File: config.mk
export PLATFORM = sky130hd
export DESIGN_NAME = tpdg_back_flat
export DESIGN_NICKNAME = d
export VERILOG_FILES = /design/src/rtl/tpdg_pkg.sv /design/src/rtl/tpdg_if.sv /design/src/rtl/tpdg_back.sv /design/src/flat_wrapper.sv
export VERILOG_INCLUDE_DIRS = /design/src /design/src/rtl
export SDC_FILE = /design/constraint.sdc
export NUM_CORES = 2
export LEC_CHECK = 0
export BUFFER_PORTS_ARGS = -buffer_cell sky130_fd_sc_hd__buf_2
export CORE_UTILIZATION = 45
export DETAILED_ROUTE_END_ITERATION = 8
export GPL_TIMING_DRIVEN = 0
export PLACE_DENSITY = 0.62
export SLEW_MARGIN = 15
export SYNTH_ARGS = -nofsm -noshare
export SYNTH_HDL_FRONTEND = slang
export SYNTH_SLANG_ARGS = --single-unit
File: constraint.sdc
create_clock -name clk -period 10.51 [get_ports clk]
set_input_delay 0.5255 -clock clk [delete_from_list [all_inputs] [get_ports clk]]
set_output_delay 0.5255 -clock clk [all_outputs]
set_load 0.01 [all_outputs]
File: src/rtl/trajectory_pair_distance_graph_defines.svh
// Assertion macros used by the pair engine of the trajectory pair distance graph RTL.
`ifndef TRAJECTORY_PAIR_DISTANCE_GRAPH_DEFINES_SVH
`define TRAJECTORY_PAIR_DISTANCE_GRAPH_DEFINES_SVH

// Same-cycle implication, checked on clk, off during reset.
`define TPDG_ASSERT_IMP(lbl, pre, post, msg) \
    lbl: assert property (@(posedge clk) disable iff (!rst_n) (pre) |-> (post)) else $error(msg);

// Next-cycle implication, checked on clk, off during reset.
`define TPDG_ASSERT_NEXT(lbl, pre, post, msg) \
    lbl: assert property (@(posedge clk) disable iff (!rst_n) (pre) |=> (post)) else $error(msg);

`endif

File: src/rtl/tpdg_pkg.sv
// Package: constants, types and codes of the trajectory pair distance graph.
`default_nettype none
package tpdg_pkg;

    localparam int TRACK_POINTS  = 15;
    localparam int WINDOW_TRACKS = 32;

    localparam int FRAME_W    = 16;
    localparam int COORD_W    = 16;
    localparam int POINT_W    = 2 * COORD_W;
    localparam int ID_W       = 20;
    localparam int WEIGHT_W   = 32;
    localparam int GAMMA_W    = 16;
    localparam int THR_W      = 16;
    localparam int OVL_W      = 5;
    localparam int CFG_DATA_W = 16;
    localparam int CNT_W      = 5;
    localparam int CNT_SAT    = (TRACK_POINTS + 1 > 31) ? 31 : TRACK_POINTS + 1;

    localparam int SLOT_W     = $clog2(WINDOW_TRACKS);
    localparam int ROWS       = WINDOW_TRACKS + 4;
    localparam int ROW_W      = $clog2(ROWS);
    localparam int IDX_W      = $clog2(TRACK_POINTS);
    localparam int ADDR_W     = ROW_W + IDX_W;
    localparam int RAM_DEPTH  = ROWS * (2 ** IDX_W);

    localparam int FREE_DEPTH = 4;
    localparam int FREE_PW    = 2;
    localparam int QUEUE_DEPTH = 2;

    localparam int SQ_W       = 2 * COORD_W;
    localparam int RAD_W      = 34;
    localparam int ROOT_W     = 17;
    localparam int ROOT_STEPS = 17;
    localparam int STEP_W     = 5;
    localparam int REM_W      = 21;
    localparam int SUM_W      = 22;
    localparam int LIM_W      = THR_W + OVL_W;
    localparam int OG_W       = IDX_W + GAMMA_W;
    localparam int PSQ_W      = 2 * OG_W;
    localparam int PEN_SHIFT  = 12;
    localparam int PEN_ROUND  = 2048;
    localparam int WFULL_W    = 48;

    typedef enum logic [1:0] {
        CFG_GAMMA   = 2'd0,
        CFG_SPATIAL = 2'd1,
        CFG_OVERLAP = 2'd2
    } cfg_index_t;

    typedef enum logic {
        CMD_TRACK = 1'b0,
        CMD_DROP  = 1'b1
    } cmd_kind_t;

    typedef struct packed {
        cmd_kind_t          kind;
        logic [FRAME_W-1:0] end_frame;
        logic [ROW_W-1:0]   row;
    } cmd_t;

    typedef struct packed {
        logic             valid;
        logic [ROW_W-1:0] row;
    } rel_t;

    typedef struct packed {
        logic [GAMMA_W-1:0] gamma;
        logic [THR_W-1:0]   spatial_threshold;
        logic [OVL_W-1:0]   overlap_threshold;
    } cfg_t;

    typedef enum logic [3:0] {
        B_IDLE, B_SLOT, B_RD, B_SQ, B_INIT, B_ROOT, B_ACC,
        B_CMP, B_PEN, B_EDGE, B_NEXT, B_FIN, B_LAST
    } back_state_t;

endpackage
`default_nettype wire

File: src/rtl/tpdg_if.sv
// Interfaces: point input channel and edge output channel.
`default_nettype none


interface tpdg_edge_if;
    logic                          valid;
    logic                          ready;
    logic [tpdg_pkg::ID_W-1:0]     earlier_track;
    logic [tpdg_pkg::ID_W-1:0]     later_track;
    logic [tpdg_pkg::WEIGHT_W-1:0] weight;
    logic                          last_edge;
    logic                          dropped;

    modport source (output valid, earlier_track, later_track, weight, last_edge, dropped,
                    input ready);
    modport sink   (input valid, earlier_track, later_track, weight, last_edge, dropped,
                    output ready);
endinterface
`default_nettype wire

File: src/rtl/tpdg_back.sv
// Pair engine: walks the track window, sums point distances, emits edges.
`default_nettype none
`include "trajectory_pair_distance_graph_defines.svh"
module tpdg_back (
    input  wire logic                          clk,
    input  wire logic                          rst_n,
    input  tpdg_pkg::cfg_t                     cfg,
    input  wire logic                          q_empty,
    output logic                               q_pop,
    input  tpdg_pkg::cmd_t                     q_cmd,
    output logic [tpdg_pkg::ADDR_W-1:0]        raddr_a,
    output logic [tpdg_pkg::ADDR_W-1:0]        raddr_b,
    input  wire logic [tpdg_pkg::POINT_W-1:0]  rdata_a,
    input  wire logic [tpdg_pkg::POINT_W-1:0]  rdata_b,
    output tpdg_pkg::rel_t                     rel,
    tpdg_edge_if.source                        edges
);
    import tpdg_pkg::*;

    back_state_t state_reg, state_next;

    logic [SLOT_W-1:0]   k_reg, head_reg, slot;
    logic [SLOT_W:0]     slot_sum;
    logic                valid_reg [WINDOW_TRACKS];
    logic [FRAME_W-1:0]  ef_reg    [WINDOW_TRACKS];
    logic [ID_W-1:0]     id_reg    [WINDOW_TRACKS];
    logic [ROW_W-1:0]    map_reg   [WINDOW_TRACKS];
    logic [ID_W-1:0]     next_id_reg;
    logic                dropped_reg, evict_reg;
    logic [FRAME_W-1:0]  nf_reg;
    logic [ROW_W-1:0]    crow_reg, srow_reg, old_row_reg;
    logic [ID_W-1:0]     sid_reg;
    logic [IDX_W-1:0]    off_reg, i_reg, idx_b;
    logic [LIM_W-1:0]    lim_reg;
    logic [SUM_W-1:0]    sum_reg;
    logic [SQ_W-1:0]     sxx_reg, syy_reg;
    logic [RAD_W-1:0]    rad_reg;
    logic [REM_W-1:0]    rem_reg, rem_sh, trial;
    logic [ROOT_W-1:0]   root_reg;
    logic [STEP_W-1:0]   step_reg;
    logic [OG_W-1:0]     og_reg;
    logic [PSQ_W-1:0]    psq_reg;
    logic                pend_valid_reg;
    logic [ID_W-1:0]     pend_earlier_reg, pend_later_reg;
    logic [WEIGHT_W-1:0] pend_weight_reg;
    logic                out_valid_reg, out_last_reg, out_drop_reg;
    logic [ID_W-1:0]     out_earlier_reg, out_later_reg;
    logic [WEIGHT_W-1:0] out_weight_reg;

    logic [FRAME_W-1:0]  s_off;
    logic [OVL_W-1:0]    s_ovl;
    logic                s_valid, s_far, s_take;
    logic [COORD_W-1:0]  dx, dy;
    logic                ge;
    logic [WFULL_W-1:0]  w_full;
    logic [WEIGHT_W-1:0] w_sat;
    logic                out_free, edge_ok, out_load_mid, out_load_last, out_load;
    logic                last_slot, last_point;

    // Slot under test, oldest first.
    assign slot_sum = {1'b0, head_reg} + {1'b0, k_reg};
    assign slot     = (slot_sum >= (SLOT_W+1)'(WINDOW_TRACKS)) ?
                      SLOT_W'(slot_sum - (SLOT_W+1)'(WINDOW_TRACKS)) : slot_sum[SLOT_W-1:0];

    assign s_valid = valid_reg[slot];
    assign s_off   = nf_reg - ef_reg[slot];
    assign s_far   = s_off > FRAME_W'(TRACK_POINTS);
    assign s_ovl   = OVL_W'(TRACK_POINTS) - s_off[OVL_W-1:0];
    assign s_take  = s_valid && !s_far && (s_ovl > cfg.overlap_threshold);

    assign idx_b   = i_reg - off_reg;
    assign raddr_a = {srow_reg, i_reg};
    assign raddr_b = {crow_reg, idx_b};

    assign dx = (rdata_a[POINT_W-1:COORD_W] > rdata_b[POINT_W-1:COORD_W]) ?
                rdata_a[POINT_W-1:COORD_W] - rdata_b[POINT_W-1:COORD_W] :
                rdata_b[POINT_W-1:COORD_W] - rdata_a[POINT_W-1:COORD_W];
    assign dy = (rdata_a[COORD_W-1:0] > rdata_b[COORD_W-1:0]) ?
                rdata_a[COORD_W-1:0] - rdata_b[COORD_W-1:0] :
                rdata_b[COORD_W-1:0] - rdata_a[COORD_W-1:0];

    // Restoring square root, one result bit per cycle.
    assign rem_sh = {rem_reg[REM_W-3:0], rad_reg[RAD_W-1 -: 2]};
    assign trial  = REM_W'({root_reg, 2'b01});
    assign ge     = rem_sh >= trial;

    // Penalty (offset*gamma)^2 rounded from Q.16 to Q.4.
    assign w_full = WFULL_W'(sum_reg) +
                    WFULL_W'((WFULL_W'(psq_reg) + WFULL_W'(PEN_ROUND)) >> PEN_SHIFT);
    assign w_sat  = (|w_full[WFULL_W-1:WEIGHT_W]) ? '1 : w_full[WEIGHT_W-1:0];

    assign last_slot  = k_reg == SLOT_W'(WINDOW_TRACKS - 1);
    assign last_point = i_reg == IDX_W'(TRACK_POINTS - 1);

    // Next state.
    always_comb
    begin
        state_next = state_reg;
        unique case (state_reg)
            B_IDLE: if (!q_empty && q_cmd.kind == CMD_TRACK) state_next = B_SLOT;
            B_SLOT: state_next = s_take ? B_RD : B_NEXT;
            B_RD:   state_next = B_SQ;
            B_SQ:   state_next = B_INIT;
            B_INIT: state_next = B_ROOT;
            B_ROOT: if (step_reg == STEP_W'(ROOT_STEPS - 1)) state_next = B_ACC;
            B_ACC:  state_next = last_point ? B_CMP : B_RD;
            B_CMP:  state_next = (sum_reg < SUM_W'(lim_reg)) ? B_PEN : B_NEXT;
            B_PEN:  state_next = B_EDGE;
            B_EDGE: if (edge_ok) state_next = B_NEXT;
            B_NEXT: state_next = last_slot ? B_FIN : B_SLOT;
            B_FIN:  state_next = pend_valid_reg ? B_LAST : B_IDLE;
            B_LAST: if (out_free) state_next = B_IDLE;
            default: state_next = B_IDLE;
        endcase
    end

    // Control outputs.
    always_comb
    begin
        out_free      = !out_valid_reg || edges.ready;
        q_pop         = (state_reg == B_IDLE) && !q_empty;
        edge_ok       = (state_reg == B_EDGE) && (!pend_valid_reg || out_free);
        out_load_mid  = (state_reg == B_EDGE) && pend_valid_reg && out_free;
        out_load_last = (state_reg == B_LAST) && out_free;
        out_load      = out_load_mid || out_load_last;
        rel.valid     = state_reg == B_FIN;
        rel.row       = old_row_reg;
    end

    assign edges.valid         = out_valid_reg;
    assign edges.earlier_track = out_earlier_reg;
    assign edges.later_track   = out_later_reg;
    assign edges.weight        = out_weight_reg;
    assign edges.last_edge     = out_last_reg;
    assign edges.dropped       = out_drop_reg;

    always_ff @(posedge clk or negedge rst_n)
    begin
        if (!rst_n)
        begin
            state_reg      <= B_IDLE;
            k_reg          <= '0;
            head_reg       <= '0;
            next_id_reg    <= '0;
            dropped_reg    <= 1'b0;
            pend_valid_reg <= 1'b0;
            out_valid_reg  <= 1'b0;
            for (int s = 0; s < WINDOW_TRACKS; s++)
            begin
                valid_reg[s] <= 1'b0;
                map_reg[s]   <= ROW_W'(s);
            end
        end
        else
        begin
            state_reg <= state_next;
            if (q_pop)
            begin
                if (q_cmd.kind == CMD_DROP)
                begin
                    dropped_reg <= 1'b1;
                end
                k_reg <= '0;
            end
            if (state_reg == B_SLOT && s_valid && s_far)
            begin
                valid_reg[slot] <= 1'b0;
            end
            if (state_reg == B_NEXT && !last_slot)
            begin
                k_reg <= k_reg + 1'b1;
            end
            if (state_reg == B_FIN)
            begin
                valid_reg[head_reg] <= 1'b1;
                map_reg[head_reg]   <= crow_reg;
                next_id_reg         <= next_id_reg + 1'b1;
                head_reg            <= (head_reg == SLOT_W'(WINDOW_TRACKS - 1)) ?
                                       '0 : head_reg + 1'b1;
                dropped_reg         <= dropped_reg || evict_reg;
            end
            if (edge_ok)
            begin
                pend_valid_reg <= 1'b1;
            end
            else if (out_load_last)
            begin
                pend_valid_reg <= 1'b0;
            end
            if (out_load)
            begin
                out_valid_reg <= 1'b1;
            end
            else if (edges.ready)
            begin
                out_valid_reg <= 1'b0;
            end
        end
    end

    always_ff @(posedge clk)
    begin
        if (q_pop)
        begin
            nf_reg   <= q_cmd.end_frame;
            crow_reg <= q_cmd.row;
        end
        if (state_reg == B_SLOT)
        begin
            if (k_reg == '0)
            begin
                // Head slot gets overwritten at the end; note an early eviction.
                evict_reg   <= s_valid && !s_far;
                old_row_reg <= map_reg[slot];
            end
            if (s_take)
            begin
                off_reg  <= s_off[IDX_W-1:0];
                i_reg    <= s_off[IDX_W-1:0];
                sum_reg  <= '0;
                lim_reg  <= LIM_W'(cfg.spatial_threshold) * LIM_W'(s_ovl);
                srow_reg <= map_reg[slot];
                sid_reg  <= id_reg[slot];
            end
        end
        if (state_reg == B_SQ)
        begin
            sxx_reg <= dx * dx;
            syy_reg <= dy * dy;
        end
        if (state_reg == B_INIT)
        begin
            rad_reg  <= RAD_W'(sxx_reg) + RAD_W'(syy_reg);
            rem_reg  <= '0;
            root_reg <= '0;
            step_reg <= '0;
        end
        if (state_reg == B_ROOT)
        begin
            rad_reg  <= rad_reg << 2;
            rem_reg  <= ge ? rem_sh - trial : rem_sh;
            root_reg <= {root_reg[ROOT_W-2:0], ge};
            step_reg <= step_reg + 1'b1;
        end
        if (state_reg == B_ACC)
        begin
            sum_reg <= sum_reg + SUM_W'(root_reg);
            if (!last_point)
            begin
                i_reg <= i_reg + 1'b1;
            end
        end
        if (state_reg == B_CMP)
        begin
            og_reg <= off_reg * cfg.gamma;
        end
        if (state_reg == B_PEN)
        begin
            psq_reg <= og_reg * og_reg;
        end
        if (edge_ok)
        begin
            pend_earlier_reg <= sid_reg;
            pend_later_reg   <= next_id_reg;
            pend_weight_reg  <= w_sat;
        end
        if (out_load)
        begin
            out_earlier_reg <= pend_earlier_reg;
            out_later_reg   <= pend_later_reg;
            out_weight_reg  <= pend_weight_reg;
            out_last_reg    <= out_load_last;
            out_drop_reg    <= dropped_reg || evict_reg;
        end
        if (state_reg == B_FIN)
        begin
            ef_reg[head_reg] <= nf_reg;
            id_reg[head_reg] <= next_id_reg;
        end
    end

    `TPDG_ASSERT_IMP(a_idle_no_pend, state_reg == B_IDLE, !pend_valid_reg, "edge left pending at idle")
    `TPDG_ASSERT_NEXT(a_sq_after_rd, state_reg == B_RD, state_reg == B_SQ, "RAM read not followed by square")
    `TPDG_ASSERT_IMP(a_root_bound, state_reg == B_ROOT, step_reg < STEP_W'(ROOT_STEPS), "root step overrun")
endmodule
`default_nettype wire

File: src/flat_wrapper.sv
// flat-port wrapper written by rule: the top's interface ports become plain ports
module tpdg_back_flat import tpdg_pkg::*;
  (clk, rst_n, cfg, q_empty, q_pop, q_cmd, raddr_a, raddr_b, rdata_a, rdata_b, rel, edges_valid, edges_earlier_track, edges_later_track, edges_weight, edges_last_edge, edges_dropped, edges_ready);
  tpdg_edge_if edges_i ();
  input  wire logic clk;
  input  wire logic rst_n;
  input  tpdg_pkg::cfg_t cfg;
  input  wire logic q_empty;
  output logic q_pop;
  input  tpdg_pkg::cmd_t q_cmd;
  output logic [tpdg_pkg::ADDR_W-1:0] raddr_a;
  output logic [tpdg_pkg::ADDR_W-1:0] raddr_b;
  input  wire logic [tpdg_pkg::POINT_W-1:0] rdata_a;
  input  wire logic [tpdg_pkg::POINT_W-1:0] rdata_b;
  output tpdg_pkg::rel_t rel;
  output wire logic [$bits(edges_i.valid)-1:0] edges_valid;
  output wire logic [$bits(edges_i.earlier_track)-1:0] edges_earlier_track;
  output wire logic [$bits(edges_i.later_track)-1:0] edges_later_track;
  output wire logic [$bits(edges_i.weight)-1:0] edges_weight;
  output wire logic [$bits(edges_i.last_edge)-1:0] edges_last_edge;
  output wire logic [$bits(edges_i.dropped)-1:0] edges_dropped;
  input wire logic [$bits(edges_i.ready)-1:0] edges_ready;
  assign edges_valid = edges_i.valid;
  assign edges_earlier_track = edges_i.earlier_track;
  assign edges_later_track = edges_i.later_track;
  assign edges_weight = edges_i.weight;
  assign edges_last_edge = edges_i.last_edge;
  assign edges_dropped = edges_i.dropped;
  assign edges_i.ready = edges_ready;
  tpdg_back u_core (.clk(clk), .rst_n(rst_n), .cfg(cfg), .q_empty(q_empty), .q_pop(q_pop), .q_cmd(q_cmd), .raddr_a(raddr_a), .raddr_b(raddr_b), .rdata_a(rdata_a), .rdata_b(rdata_b), .rel(rel), .edges(edges_i));
endmodule
== Word level (Yosys, flattened, before mapping) ==
Memory sizes are Yosys's and may differ from the RTL's. A register that Yosys moved wholly into a read port is not among the register bits.
Cells that the tools add are included.

* Register bits after elaboration: 692
* Latch bits: 0
* Memory bits (writable): 1,152
* ROM bits: 0
* Memories kept: 2

{| class="wikitable"
|+ Memory list
! name !! words !! width !! read ports !! clocked after Yosys merged registers in !! write ports !! line !! text
|-
| u_core.id_reg || 32 || 20 || 1 || 1 || 1 || tpdg_back.sv:26 || <nowiki>logic [ID_W-1:0] id_reg [WINDOW_TRACKS];</nowiki>
|-
| u_core.ef_reg || 32 || 16 || 1 || 0 || 1 || tpdg_back.sv:25 || <nowiki>logic [FRAME_W-1:0] ef_reg [WINDOW_TRACKS];</nowiki>
|}

* Add/subtract/negate cells: 19
* Multiply operators: 5
* Divide/modulo/power cells: 0
* Order comparisons: 11
* Equal/unequal tests: 20
* Shift-type cells: 0
* Multiplexer cells: 56
* Bitwise gates (word level): 6
* Reduce and logical (&&, ||, !) cells: 38

{| class="wikitable"
|+ Operators by type and width
! operator !! count
|-
| $bwmux 192 || 1
|-
| $sub 16x16->16 || 5
|-
| $mux 34 || 2
|-
| $mux 22 || 3
|-
| $mul 16x16->32 || 2
|-
| $mux 32 || 2
|-
| $mux 19 || 3
|-
| $pmux 4 s13 || 1
|-
| $mux 4 || 11
|-
| $add 40x12->41 const B || 1
|-
| $mul 20x20->40 || 1
|-
| $add 22x36->37 || 1
|-
| $mux 17 || 2
|-
| $add 32x32->33 || 1
|-
| $and 32x32->32 || 1
|-
| $gt 16x16->1 || 2
|-
| $mux 16 || 2
|-
| $not 32->32 || 1
|-
| $or 32x32->32 || 1
|-
| $bmux 6 s5 || 1
|-
| $demux 6 s5 || 1
|-
| $mux 5 || 6
|-
| $eq 4x4->1 const B || 6
|-
| $add 22x17->22 || 1
|-
| 38 further kinds || 97
|}

== Logic depth before layout (Yosys ltp) ==
* Depth in word-level cells: 13
* Gate-level depth with buffers: 41
* Mapped depth without buffers: 40

== Worst setup path after synthesis ==
Ideal clock, no wire load.

* Kind: input to register
* Start point: input rdata_a[0] (netlist bit)
* End point: register u_core.syy_reg[30] (data pin)
* Library setup time: 272 ps
* Arrival time: 8,901 ps
* Path slack: 1,336 ps
* Stages: 39
* Cell sequence: inv_1 ha_1 inv_1 fa_1 a211oi_1 o21ai_0 o211ai_1 a41o_1 nand2b_1 buf_2 buf_2 nand3_1 o21ai_0 xor2_1 inv_2 nand2_1 inv_1 fa_1 (+3 left out) fa_1 inv_1 fa_1 inv_1 fa_1 inv_1 fa_1 inv_1 ha_1 a21o_1 a311oi_1 o31a_1 o21ai_0 a31oi_1 o21bai_1 a21oi_1 mux2i_1 o2111ai_1

* Longest elaborated chain between the ends: 3

{| class="wikitable"
|+ Ends and longest elaborated chain
! item !! line !! text
|-
| from (decl) || flat_wrapper.sv:13 || <nowiki>input wire logic [tpdg_pkg::POINT_W-1:0] rdata_a;</nowiki>
|-
| $sub 16x16->16, or another cell as far along || tpdg_back.sv:80 || <nowiki>rdata_b[COORD_W-1:0] - rdata_a[COORD_W-1:0];</nowiki>
|-
| $mux 16 (*) || tpdg_back.sv:78 || <nowiki>assign dy = (rdata_a[COORD_W-1:0] > rdata_b[COORD_W-1:0]) ?</nowiki>
|-
| $mul 16x16->32 (*) || tpdg_back.sv:229 || <nowiki>syy_reg <= dy * dy;</nowiki>
|-
| to (signal assigned) || tpdg_back.sv:229 ||
|-
| to (decl) || tpdg_back.sv:36 || <nowiki>logic [SQ_W-1:0] sxx_reg, syy_reg;</nowiki>
|}

Every way passes the cells marked *; elsewhere a longest branch is shown, timed or not.
A chain may end at the register's enable or synchronous reset.

== Final worst setup path ==
Same ends and word-level chain as after synthesis.

==> run summary <==
Worst Reg-to-Reg Cells: 31
Mapped Avg Cell Area: 13.5 sq um
max reg flops: 640
Post-Layout Cell Count: 11900
final setup violation count: 0
cell mode on critical path: inv_1
grt met2 use: 40.9%
CTS tree: yes
setup slack, reg-to-reg: 530 ps
area leader, netlist: edfxtp_1
first-pass GRT wire length: 448000 um
Hold Path Depth: 3
core area: 238000 sq um
main flop type after synthesis: edfxtp_1
First-pass DRT Iterations: 8
YS warnings: 0
DP Wirelength: 218000 um
Max Freq: 0.0988 GHz
Final Hold Viols: 0
slowest stage delay, CP: 540 ps
crit path time final: 10120 ps
Worst setup SP type: primary input
Post-Syn Area: 108000 sq um
most common cell after layout, fill and taps aside: edfxtp_1
vias in the first global route: 68900
reg2reg start: u_core.head_reg[0]
fillers: 20000
First DRT Iteration DRCs: 6692
run status: finished, violations left
post-route ant nets: 0
setup TNS: 0 ps
Data arrival, critical path: 10620 ps
clk root buf: clkbuf_16
clock sink count: 1847
failing checks: design-rule violations
clock slew seen by the registers of the worst setup and hold paths: 60 ps
Die ar.: 242000 sq um
Worst-Skew Late Latency: 880 ps
final period utilization: 96.3%
CTS buffer count: 189
M3 GR Usage: 4.76%
Slew @ Worst Pin: 1290 ps
RR Endpoint: u_core.lim_reg[18]
Initial Utilization: 45.3%
share of the synthesized area in the top cell type: 44.0%
Hold Path End: u_core.edges.valid
Vias/cell: 5.70
H-Tree Depth: 4
Rel. slew slack: 14.2%
Setup crit start: rdata_a[0]
WL per Instance: 25.6 um
largest net degree at the start of global routing: 95
total grt overflow: 0
Cell variety after synth: 92
drc violations: 42
die width: 492 um
Worst EP required: 11010 ps
Slew Limit Fails: 0
routability cong.: 0.906
Max Cap Viol: 0
Mapped Cells: 8020
nets: 9959
post-synthesis register bit count: 1847
# IOs: 231
drt total wl: 304000 um
min-delay src: edges_ready
PortBufs: 228
Die Y-Extent: 492 um
layout cells sized above 1: 16.8%
DR vias: 67600
area delta synth->final: 12.6%
grt met1 use: 33.9%
antenna violations before repair: 12
busiest grt layer: met2
row cnt: 179
dpl cell area: 115000 sq um
number of synthesized flops with an enable pin: 1580
CP max stage cell: fa_1
sequential area share after synthesis: 50.2%
Placed Cells: 11500
most frequent cells in the layout: 1580 x edfxtp_1, 1077 x inv_1, 683 x fa_1, 668 x nand2_1, 611 x ha_1
async set-reset flop share out of synthesis: 14.1%
gr usage total: 25.2%
Setup CP Type: primary input to flip-flop
HP Class: primary input to flip-flop
critical path peak fanout: 10
Crit. End Element: flip-flop
clk_skew: 71.2 ps
synth top area cells: edfxtp_1 44%, fa_1 13%, mux4_2 7.5%
cell area after layout: 122000 sq um
worst-case clock buffer depth: 3
==> cells in the mapped netlist, types with 159 or more instances <==
cell type	number
inv_1	1109
a21oi_1	294
and2_1	159
o21ai_0	183
mux4_2	361
xnor2_1	214
edfxtp_1	1580
dfrtp_1	181
ha_1	611
clkbuf_1	192
nor2_1	360
mux2_2	204
nand2_1	669
fa_1	683
==> how the worst max path moves through the flow <==
stage,to,slack [ps],cells past startpoint
5_1_grt,u_core.syy_reg[30],-8,37
3_5_place_dp,u_core.lim_reg[18],-2270,33
4_1_cts,u_core.syy_reg[30],9,40
6_report,u_core.syy_reg[30],390,40
3_3_place_gp,u_core.sid_reg[14],-6280,21
2_1_floorplan,u_core.syy_reg[30],1340,39
==> final cells by class <==
type	count	area [sq um]	share of cell area [%]
Buffer	265	1220	1.01
Timing Repair Buffer	328	2770	2.28
Tap cell	3167	3960	3.26
Sequential cell	1847	54200	44.6
Antenna cell	4	10.0	0.00824
Clock buffer	224	5020	4.13
Clock inverter	130	1370	1.13
Multi-Input combinational cell	4787	48700	40.1
Inverter	1119	4290	3.53
==> per-stage QoR <==
step / utilization, % / hold WS [ps] / worst slack (ps)
5_1_grt: 51.0 / 106 / -7.52
2_1_floorplan: - / 230 / 1340
3_3_place_gp: 47.5 / 401 / -6280
6_report: 51.0 / 96.5 / 386
3_5_place_dp: 48.1 / 405 / -2270
4_1_cts: 51.0 / 49.7 / 8.75
==> metal layers <==
metal  vias to the layer above  wire length (um)
met5                         -                34
met4                         4             11700
met3                       528             25000
met2                      2807            144000
met1                     35000            123000
li1                      29300                 -
==> critical path: cells and delay by family <==
kind,cells,cell delay [ps]
buffers and inverters,13,1570
xor gates and xnor gates,1,250
adders and majority gates,9,3950
muxes,1,240
AOI/OAI and AO/OA,14,3710
and+or+nand+nor,2,330
==> cell families after synthesis <==
| kind of cell | share of synthesized area [%] |
|---|---|
| AO/OA/AOI/OAI | 5.67 |
| buffers and inverters | 4.91 |
| XOR/XNOR | 2.48 |
| adder cells (fa/ha/maj) | 19.7 |
| flip-flops | 50.2 |
| multiplexers | 10.0 |
| other | 0.00347 |
| AND/OR/NAND/NOR | 6.92 |
==> repair_timing <==
action                                 CTS  global route
pin swaps                                0             1
setup endpoints to repair              133            13
gates resized for setup                 45            67
endpoints found under the hold margin  102             0
hold buffers                            26             0
buffers inserted                         0             4
Power is left out: the tool's default activity adds up to more than one toggle a clock period on the data nets, which glitch-free logic cannot reach.
